==> config.mk <==
export PLATFORM = sky130hd
export DESIGN_NAME = tcp_option_parser
export DESIGN_NICKNAME = d
export VERILOG_FILES = /design/src/design/tcpop_pkg.sv /design/src/design/tcp_option_parser.sv /design/src/design/tcpop_walker.sv /design/src/design/tcpop_format.sv
export SDC_FILE = /design/constraint.sdc
export NUM_CORES = 1
export LEC_CHECK = 0
export BUFFER_PORTS_ARGS = -buffer_cell sky130_fd_sc_hd__buf_2
export CORE_MARGIN = 4
export CORE_UTILIZATION = 30
export DETAILED_ROUTE_END_ITERATION = 10
export PLACE_DENSITY_LB_ADDON = 0.25
export SETUP_SLACK_MARGIN = 0.15
export SYNTH_ARGS = -nofsm -noshare
export SYNTH_HDL_FRONTEND = slang
export SYNTH_HIERARCHICAL = 1
export SYNTH_SLANG_ARGS = --single-unit
==> constraint.sdc <==
create_clock -name clk -period 5.9 [get_ports clk]
set_input_delay 1.475 -clock clk [delete_from_list [all_inputs] [get_ports clk]]
set_output_delay 1.475 -clock clk [all_outputs]
set_load 0.01 [all_outputs]
==> src/design/tcpop_pkg.sv <==
`default_nettype none

package tcpop_pkg;

    localparam logic [1:0] STAT_OK        = 2'd0;
    localparam logic [1:0] STAT_TRUNC     = 2'd1;
    localparam logic [1:0] STAT_MALFORMED = 2'd2;

    localparam logic [7:0] KIND_NOP_MAX = 8'd2;
    localparam logic [7:0] KIND_MSS     = 8'd2;
    localparam logic [7:0] KIND_WSCALE  = 8'd3;
    localparam logic [7:0] KIND_TS      = 8'd8;

    localparam logic [5:0] BASE_HDR_LEN  = 6'd20;
    localparam logic [5:0] OFFSET_POS    = 6'd12;
    localparam logic [5:0] BODY_KEEP_END = 6'd10;
    localparam logic [3:0] BODY_KEEP_MAX = 4'd8;

    typedef struct packed {
        logic        opt_valid;
        logic [7:0]  kind;
        logic [7:0]  len;
        logic [1:0]  status;
        logic        done;
        logic [3:0]  nbytes;
        logic [63:0] value;
    } tcpop_desc_t;

endpackage

`default_nettype wire

==> src/design/tcp_option_parser.sv <==
// TCP header option parser.
// Input channel (in_valid/in_ready): one segment byte per beat in wire order,
// first_byte set on byte 0 of each header. Byte 12 sets the header length;
// bytes 20 up to the header end are walked as options.
// Output channel (out_valid/out_ready): one beat per completed option, per
// truncated or malformed option, or one empty beat (opt_valid 0) when a
// header carries no option ending on its last byte. header_done marks the
// last beat of a header. Bytes after the header end give nothing until the
// next first_byte.
// Each result passes through two registers in order: the walker's descriptor
// register, then the formatting/output register.
// Throughput: one byte per cycle; in_ready drops only while both the
// descriptor and output registers are full and out_ready is low.
// Stall: a held output back-pressures the descriptor register, then the input.
// Reset: rst_n clears the walker to idle, waiting for a first_byte beat, and
// empties both registers.
`default_nettype none

module tcp_option_parser (
    input  wire logic        clk,
    input  wire logic        rst_n,
    input  wire logic        in_valid,
    output logic             in_ready,
    input  wire logic [7:0]  hdr_byte,
    input  wire logic        first_byte,
    output logic             out_valid,
    input  wire logic        out_ready,
    output logic             opt_valid,
    output logic [7:0]       opt_kind,
    output logic [7:0]       opt_len,
    output logic [15:0]      max_segment,
    output logic [7:0]       win_shift,
    output logic [31:0]      ts_value,
    output logic [31:0]      ts_echo,
    output logic [1:0]       status,
    output logic             header_done
);
    import tcpop_pkg::*;

    logic        desc_valid;
    logic        desc_ready;
    tcpop_desc_t desc;

    tcpop_walker u_walker (
        .clk        (clk),
        .rst_n      (rst_n),
        .in_valid   (in_valid),
        .in_ready   (in_ready),
        .hdr_byte   (hdr_byte),
        .first_byte (first_byte),
        .desc_valid (desc_valid),
        .desc_ready (desc_ready),
        .desc       (desc)
    );

    tcpop_format u_format (
        .clk         (clk),
        .rst_n       (rst_n),
        .desc_valid  (desc_valid),
        .desc_ready  (desc_ready),
        .desc        (desc),
        .out_valid   (out_valid),
        .out_ready   (out_ready),
        .opt_valid   (opt_valid),
        .opt_kind    (opt_kind),
        .opt_len     (opt_len),
        .max_segment (max_segment),
        .win_shift   (win_shift),
        .ts_value    (ts_value),
        .ts_echo     (ts_echo),
        .status      (status),
        .header_done (header_done)
    );

endmodule

`default_nettype wire

==> src/design/tcpop_walker.sv <==
`default_nettype none

module tcpop_walker (
    input  wire logic               clk,
    input  wire logic               rst_n,
    input  wire logic               in_valid,
    output logic                    in_ready,
    input  wire logic [7:0]         hdr_byte,
    input  wire logic               first_byte,
    output logic                    desc_valid,
    input  wire logic               desc_ready,
    output tcpop_pkg::tcpop_desc_t  desc
);
    import tcpop_pkg::*;

    logic [5:0]  pos_reg, pos_next, pos_e;
    logic [5:0]  hlen_reg, hlen_next, hlen_e;
    logic [7:0]  kind_reg, kind_next, kind_e;
    logic [7:0]  olen_reg, olen_next, olen_e;
    logic [5:0]  bio_reg, bio_next, bio_e, bio_inc;
    logic [63:0] shift_reg, shift_next, shift_e;
    logic        idle_reg, idle_next, idle_e;
    logic        last, push, malformed;
    logic [3:0]  nb;
    tcpop_desc_t res;
    tcpop_desc_t desc_reg;
    logic        desc_valid_reg;
    logic        in_fire;

    assign in_ready   = !desc_valid_reg || desc_ready;
    assign in_fire    = in_valid && in_ready;
    assign desc_valid = desc_valid_reg;
    assign desc       = desc_reg;

    always_comb
    begin
        pos_e   = first_byte ? 6'd0 : pos_reg;
        hlen_e  = first_byte ? BASE_HDR_LEN : hlen_reg;
        kind_e  = first_byte ? 8'd0 : kind_reg;
        olen_e  = first_byte ? 8'd0 : olen_reg;
        bio_e   = first_byte ? 6'd0 : bio_reg;
        shift_e = first_byte ? 64'd0 : shift_reg;
        idle_e  = first_byte ? 1'b0 : idle_reg;

        pos_next   = pos_e;
        hlen_next  = hlen_e;
        kind_next  = kind_e;
        olen_next  = olen_e;
        bio_next   = bio_e;
        shift_next = shift_e;
        idle_next  = idle_e;
        bio_inc    = bio_e + 6'd1;
        nb         = (bio_inc >= BODY_KEEP_END) ? BODY_KEEP_MAX : 4'(bio_inc - 6'd2);
        last       = 1'b0;
        push       = 1'b0;
        malformed  = 1'b0;
        res        = '0;

        if (!idle_e)
        begin
            pos_next = pos_e + 6'd1;
            if (pos_e == OFFSET_POS)
            begin
                hlen_next = (hdr_byte[7:4] < 4'd5) ? BASE_HDR_LEN : {hdr_byte[7:4], 2'b00};
            end
            last = ({1'b0, pos_e} + 7'd1) == {1'b0, hlen_next};

            if (pos_e >= BASE_HDR_LEN)
            begin
                if (bio_e == 6'd0)
                begin
                    if (hdr_byte < KIND_NOP_MAX)
                    begin
                        push          = 1'b1;
                        res.opt_valid = 1'b1;
                        res.kind      = hdr_byte;
                        res.len       = 8'd1;
                        res.status    = STAT_OK;
                        res.done      = last;
                    end
                    else
                    begin
                        kind_next  = hdr_byte;
                        bio_next   = 6'd1;
                        shift_next = '0;
                        if (last)
                        begin
                            push          = 1'b1;
                            res.opt_valid = 1'b1;
                            res.kind      = hdr_byte;
                            res.status    = STAT_TRUNC;
                            res.done      = 1'b1;
                        end
                    end
                end
                else if (bio_e == 6'd1)
                begin
                    if (hdr_byte < KIND_NOP_MAX)
                    begin
                        push          = 1'b1;
                        malformed     = 1'b1;
                        res.opt_valid = 1'b1;
                        res.kind      = kind_e;
                        res.len       = hdr_byte;
                        res.status    = STAT_MALFORMED;
                        res.done      = 1'b1;
                    end
                    else
                    begin
                        olen_next = hdr_byte;
                        bio_next  = 6'd2;
                        if (hdr_byte == 8'd2)
                        begin
                            push          = 1'b1;
                            res.opt_valid = 1'b1;
                            res.kind      = kind_e;
                            res.len       = hdr_byte;
                            res.status    = STAT_OK;
                            res.done      = last;
                            kind_next     = '0;
                            olen_next     = '0;
                            bio_next      = '0;
                            shift_next    = '0;
                        end
                        else if (last)
                        begin
                            push          = 1'b1;
                            res.opt_valid = 1'b1;
                            res.kind      = kind_e;
                            res.len       = hdr_byte;
                            res.status    = STAT_TRUNC;
                            res.done      = 1'b1;
                        end
                    end
                end
                else
                begin
                    if (bio_e < BODY_KEEP_END)
                    begin
                        shift_next = {shift_e[55:0], hdr_byte};
                    end
                    bio_next = bio_inc;
                    if ({2'b00, bio_inc} == olen_e)
                    begin
                        push          = 1'b1;
                        res.opt_valid = 1'b1;
                        res.kind      = kind_e;
                        res.len       = olen_e;
                        res.status    = STAT_OK;
                        res.done      = last;
                        res.nbytes    = nb;
                        res.value     = shift_next;
                        kind_next     = '0;
                        olen_next     = '0;
                        bio_next      = '0;
                        shift_next    = '0;
                    end
                    else if (last)
                    begin
                        push          = 1'b1;
                        res.opt_valid = 1'b1;
                        res.kind      = kind_e;
                        res.len       = olen_e;
                        res.status    = STAT_TRUNC;
                        res.done      = 1'b1;
                        res.nbytes    = nb;
                        res.value     = shift_next;
                    end
                end
            end

            if (malformed || last)
            begin
                if (!push)
                begin
                    push     = 1'b1;
                    res      = '0;
                    res.done = 1'b1;
                end
                kind_next  = '0;
                olen_next  = '0;
                bio_next   = '0;
                shift_next = '0;
                idle_next  = 1'b1;
            end
        end
    end

    always_ff @(posedge clk or negedge rst_n)
    begin
        if (!rst_n)
        begin
            pos_reg        <= '0;
            hlen_reg       <= BASE_HDR_LEN;
            kind_reg       <= '0;
            olen_reg       <= '0;
            bio_reg        <= '0;
            shift_reg      <= '0;
            idle_reg       <= 1'b1;
            desc_valid_reg <= 1'b0;
        end
        else
        begin
            if (in_fire)
            begin
                pos_reg   <= pos_next;
                hlen_reg  <= hlen_next;
                kind_reg  <= kind_next;
                olen_reg  <= olen_next;
                bio_reg   <= bio_next;
                shift_reg <= shift_next;
                idle_reg  <= idle_next;
            end
            if (in_ready)
            begin
                desc_valid_reg <= in_valid && push;
            end
        end
    end

    always_ff @(posedge clk)
    begin
        if (in_fire && push)
        begin
            desc_reg <= res;
        end
    end

`ifndef ASSERT_OFF
    a_done_goes_idle: assert property (@(posedge clk) disable iff (!rst_n)
        (in_fire && push && res.done) |=> idle_reg)
        else $error("header end did not return walker to idle");

    a_pos_in_header: assert property (@(posedge clk) disable iff (!rst_n)
        !idle_reg |-> (pos_reg < hlen_reg))
        else $error("byte position past header end while walking");

    a_malformed_done: assert property (@(posedge clk) disable iff (!rst_n)
        (desc_valid_reg && desc_reg.status == STAT_MALFORMED) |-> desc_reg.done)
        else $error("malformed option beat not marked last");

    a_nbytes_range: assert property (@(posedge clk) disable iff (!rst_n)
        desc_valid_reg |-> (desc_reg.nbytes <= BODY_KEEP_MAX))
        else $error("kept body byte count out of range");
`endif

endmodule

`default_nettype wire

==> src/design/tcpop_format.sv <==
`default_nettype none

module tcpop_format (
    input  wire logic                    clk,
    input  wire logic                    rst_n,
    input  wire logic                    desc_valid,
    output logic                         desc_ready,
    input  wire tcpop_pkg::tcpop_desc_t  desc,
    output logic                         out_valid,
    input  wire logic                    out_ready,
    output logic                         opt_valid,
    output logic [7:0]                   opt_kind,
    output logic [7:0]                   opt_len,
    output logic [15:0]                  max_segment,
    output logic [7:0]                   win_shift,
    output logic [31:0]                  ts_value,
    output logic [31:0]                  ts_echo,
    output logic [1:0]                   status,
    output logic                         header_done
);
    import tcpop_pkg::*;

    logic        out_valid_reg;
    logic [63:0] full;
    logic [15:0] mss_next;
    logic [7:0]  wsh_next;
    logic [31:0] tsv_next;
    logic [31:0] tse_next;
    logic        opt_valid_reg;
    logic [7:0]  opt_kind_reg;
    logic [7:0]  opt_len_reg;
    logic [15:0] mss_reg;
    logic [7:0]  wsh_reg;
    logic [31:0] tsv_reg;
    logic [31:0] tse_reg;
    logic [1:0]  status_reg;
    logic        done_reg;

    assign desc_ready = !out_valid_reg || out_ready;

    always_comb
    begin
        if (desc.nbytes == 4'd0)
        begin
            full = '0;
        end
        else
        begin
            full = desc.value << {3'(BODY_KEEP_MAX - desc.nbytes), 3'b000};
        end
        mss_next = '0;
        wsh_next = '0;
        tsv_next = '0;
        tse_next = '0;
        if (desc.opt_valid)
        begin
            case (desc.kind)
                KIND_MSS:    mss_next = full[63:48];
                KIND_WSCALE: wsh_next = full[63:56];
                KIND_TS:
                begin
                    tsv_next = full[63:32];
                    tse_next = full[31:0];
                end
                default:     mss_next = '0;
            endcase
        end
    end

    always_ff @(posedge clk or negedge rst_n)
    begin
        if (!rst_n)
        begin
            out_valid_reg <= 1'b0;
        end
        else if (desc_ready)
        begin
            out_valid_reg <= desc_valid;
        end
    end

    always_ff @(posedge clk)
    begin
        if (desc_valid && desc_ready)
        begin
            opt_valid_reg <= desc.opt_valid;
            opt_kind_reg  <= desc.kind;
            opt_len_reg   <= desc.len;
            mss_reg       <= mss_next;
            wsh_reg       <= wsh_next;
            tsv_reg       <= tsv_next;
            tse_reg       <= tse_next;
            status_reg    <= desc.status;
            done_reg      <= desc.done;
        end
    end

    assign out_valid   = out_valid_reg;
    assign opt_valid   = opt_valid_reg;
    assign opt_kind    = opt_kind_reg;
    assign opt_len     = opt_len_reg;
    assign max_segment = mss_reg;
    assign win_shift   = wsh_reg;
    assign ts_value    = tsv_reg;
    assign ts_echo     = tse_reg;
    assign status      = status_reg;
    assign header_done = done_reg;

endmodule

`default_nettype wire

# Word-level counts from Yosys, hierarchy flattened
# Index checks and enable logic that the tools add are counted.
# Widths: inputs -> output; s select.
[classes]
addsub = 5
n_lt_le_gt_ge = 5
n_eq_ne = 8
shift = 1
muxes = 85
bitwise = 2
n_reduce_logical = 15
[op_table]
columns = ["op", "count"]
rows = [
  ["$mux 64", 12],
  ["$mux 88", 5],
  ["$mux 8", 19],
  ["$mux 68", 2],
  ["$mux 20", 5],
  ["$mux 6", 16],
  ["$shl 64x6->64", 1],
  ["$eq 8x2->1 const B", 3],
  ["$mux 1", 20],
  ["$mux 9", 2],
  ["$add 6x1->6 const B", 2],
  ["$eq 6x8->1", 1],
  ["$eq 8x4->1 const B", 1],
  ["$lt 8x2->1 const B", 1],
  ["$add 6x1->7 const B", 1],
  ["$eq 7x6->1", 1],
  ["$eq 6x1->1 const B", 1],
  ["$eq 6x4->1 const B", 1],
  ["$ge 6x4->1 const B", 1],
  ["$ge 6x5->1 const B", 1],
  ["$logic_not 6->1", 1],
  ["$lt 6x4->1 const B", 1],
  ["$reduce_and 2->1", 3],
  ["$logic_and 1x1->1", 4],
  ["other kinds (11)", 16],
]
[totals]
reg_bits = 297
in_bits = 13
word_cells = 147

# Depth between registers and ports, before layout
[depth]
depth_word = 15
mapped_depth = 16
ltp_nobuf = 11

# Cells and area by module
# The synthesis kept the hierarchy.
[by_module_without_submodules]
columns = ["mod", "n_inst", "cells_each", "area_per_inst_um2", "seq_area_each_um2"]
rows = [
  ["tcpop_walker", 1, 822, 9102.5, 5148.7],
  ["tcpop_format", 1, 393, 5749.3, 3268.1],
]

# Worst setup path before layout
# Ideal clock, no wire load.
[synth_timing]
path_type = "input-to-reg"
from = "input port first_byte"
to = "register u_walker.desc_reg, in the netlist u_walker/desc[0] (enable)"
setup_ns = 0.535
arrival_time_ns = 7.527
required_time_ns = 5.365
setup_slack_ns = -2.162
cell_stages = 14
n_path_buf = 4
path_cell_list = "buf_2 -> inv_1 -> clkbuf_1 -> clkbuf_1 -> nand2_1 -> ha_1 -> and4b_4 -> a21o_1 -> a211o_1 -> a22oi_2 -> and4_1 -> buf_4 -> nor3_1 -> nor2_1"
[synth_between]
elab_chain_len = 15
elab_cells_between_ends = 32
cone_classes = "2 x add/sub; 1 x order compare; 4 x eq/ne; 22 x mux; 3 x reduce/logical"
[synth_lines]
columns = ["item", "line_no", "source"]
rows = [
  ["from (decl)", "tcp_option_parser.sv:25", "input wire logic first_byte,"],
  ["branches (longest 13 deep; another with $add 6x1->7)", "n/a", ""],
  ["$mux 1 (*)", "tcpop_walker.sv:59", "if (!idle_e)"],
  ["$logic_and 1x1->1 (*)", "tcpop_walker.sv:223", "if (in_fire && push)"],
  ["to (signal assigned)", "tcpop_walker.sv:225", "desc_reg <= res;"],
  ["to (decl)", "tcpop_walker.sv:26", "tcpop_desc_t desc_reg;"],
]
# Every way passes the cells marked *. The select of a mux whose other input is x is not followed.
# A chain may end at the register's enable or synchronous reset.

# Worst setup path in the final report
[layout_timing]
from = "input port first_byte"
to = "register u_walker.desc_reg, in the netlist u_walker/desc[44] (enable)"
# The elaborated chain is that of the path after synthesis.

==> metrics <==
CTS buffer count=31; vias in the first global route=10.0k; dominant cell type by area after synthesis=edfxtp_1; Seq cells post-synth=297; largest net degree at the start of global routing=65; Max IR drop VDD=0.183 mV; Post-synth top cells=edfxtp_1 (196), nand2_1 (176), dfrtp_1 (98), a21oi_1 (83), a22o_1 (83); die area=53100 µm²; WP data arrival=4.52 ns; H-tree levels=1; starting density of the core=0.303; fin crit share=0.723; Yosys cell types=80; via count=10.4k; ys flop type=edfxtp_1; Pre-antenna DRT Iters=5; Seq/Total Area, Yosys=0.567; CP startpoint kind=input pin; nets=1313; Core Footprint=49000 µm²; outcome=completed; clk_skew=0.0147 ns; Root Buffer=clkbuf_16; critical-path cell list=buf_2 > nor2b_1 > ha_1 > xnor2_1 > nor3_1 > o211ai_1 > a211o_1 > o22ai_1 > nor3_1 > nor2_4 > buf_12; syn_nets=1233; Hold Path Depth=0; WP data required=6.15 ns; clk buf depth=3; Ports=123; type of the tightest min-delay check=reg2reg; fraction of registers with async set/reset=0.340; slowest stage cell on the critical path=nor2_4; fraction of layout instances using a drive strength above 1=0.220; Clock Pin Slew Worst Setup and Hold Paths=0.06 ns; Hold Buf Count CTS=0; most common cell in the synthesized netlist=edfxtp_1; reg2reg path depth=10; Core Util, Final=0.349; RSZ-0062 raised after global routing=false; EDFF count, synth=196; Setup violations, final=0; final WL=41.0 mm; Worst-Margin Slew=1.07 ns; GRT Overall Usage=0.151; drt wl/cell=20.7 µm; largest cells by area after synthesis=edfxtp_1 (40%), dfrtp_1 (17%), a22o_1 (4.9%), mux4_2 (4.7%), nand2_1 (4.4%); initial antenna violation count=1; leak pwr=6.27 nW; grt ovf=0; Starting DRT DRC Count=1037; hpwl dp=28.3 mm; YS warnings=6; CP Capture Type=flop; Die Span X=231 µm; Final WS setup=1.64 ns; routability-driven placement congestion ratio=0.879; kind of critical path=in2reg; worst-skew pair later-pin latency=0.57 ns; Final Cell Area=17100 µm²; Slew Viols, Final=0; Routed Antenna Nets=0; postcts setup bufs=0; fin crit period=4.26 ns; clk sinks=297; synthesized cell area=14900 µm²; first-pass GRT wire length=63.9 mm; Final Power=5.26 mW; Largest register FFs=88; area grow syn2layout=15.1%; mean number of vias per cell=5.23; most used cell, CP=nor3_1; Post-Syn Area per Cell=12.2 µm²; Place WS=1.09 ns; critical path peak fanout=33; Critical Path Max Stage Delay=0.53 ns; dpl cell area=15900 µm²; Cell Rows=81; Max Clk Rate=235 MHz; # resized after CTS=0; relative slew slack=0.287; Cells after Synth=1215; Final Hold Fails=0; Chip Height=231 µm; drt drc=0; area fraction of the dominant cell type after synthesis=0.396; Setup TNS Final=0 ns; pwr dens=308 nW/µm²; CTS tree=done; max-cap viol count=0; Port Buffers=122
## layout make-up
class / instances / area [µm²]
timing repair buffer: 148 / 846
fill: 4830 / 31900
antenna: 1 / 2.50
sequential: 297 / 8420
clock buffer: 31 / 776
tap: 664 / 831
multi-input combinational: 809 / 5820
inverter: 8 / 30.0
clock inverter: 26 / 364
## where the power goes
| part | switching (mW) | internal [mW] | total (mW) |
|---|---|---|---|
| clock | 0.819 | 1.35 | 2.17 |
| combinational | 0.438 | 0.235 | 0.673 |
| sequential | 0.105 | 2.32 | 2.42 |
## layer usage
layer,global-route usage,wire (µm),vias up
met5,0,0,-
li1,-,-,4787
met3,0.0176,2100,48
met4,0.0331,774,0
met1,0.230,19500,5234
met2,0.232,18600,313
## worst paths after layout
kind / slack, ns / startpoint / to
worst max-delay path: 1.64 / first_byte / u_walker/desc[44]
worst min-delay path: 0.42 / u_walker/desc[73] / u_format/opt_len[2]
worst max register to register: 2.16 / u_walker/bio_reg[0] / u_walker/desc[44]
worst min register to register: 0.42 / u_walker/desc[73] / u_format/opt_len[2]
max in group asynchronous: 3.77 / rst_n / u_walker/idle_reg
min in group asynchronous: 1.04 / rst_n / u_walker/shift_reg[61]
## worst max-delay path: cells and delay by family
family	cells	cell delay, ns
buf+inv	2	0.42
xor+xnor	1	0.15
simple gates	4	1.20
compound gates	3	0.87
fa+ha+maj	1	0.36
## per-stage QoR
| step | hold slack [ns] | instances |
|---|---|---|
| final | 0.419 | 1984 |
| after detailed placement | 0.406 | 1926 |
| after global placement | 0.410 | 1926 |
| after global routing | 0.430 | 1983 |
| after CTS | 0.421 | 1983 |
| after floorplan | 0.400 | 1215 |
## kinds of logic (layout without fill, tap and decap cells)
family,Yosys count,in the layout,synth area share
other,0,1,0
buffers and inverters,109,213,0.0447
XOR/XNOR,18,18,0.0128
AO/OA/AOI/OAI,296,296,0.151
adder cells (fa/ha/maj),5,5,0.00421
multiplexers,92,92,0.0900
AND/OR/NAND/NOR,398,398,0.130
flip-flops,297,297,0.567
## layout by cell type, fill, tap and decap left out, drive strengths merged, types with 6 or more instances in the layout
cell     instances
mux2i           51
a21oi          105
buf            148
a32o            17
xor2             7
a22o            83
xnor2           10
a2bb2oi          9
mux4            32
nor3b           14
dfrtp           98
clkinv          12
o31ai           11
nand4            6
nor3            44
edfxtp         196
nor2b           10
nand3           33
a2111oi          9
nor4            12
nand2          177
clkbuf          31
inv              8
bufinv           9
mux2             9
nor2            55
and2            13
o21ai           23
nand2b          13
No activity file was read; power rests on OpenSTA's default activity.
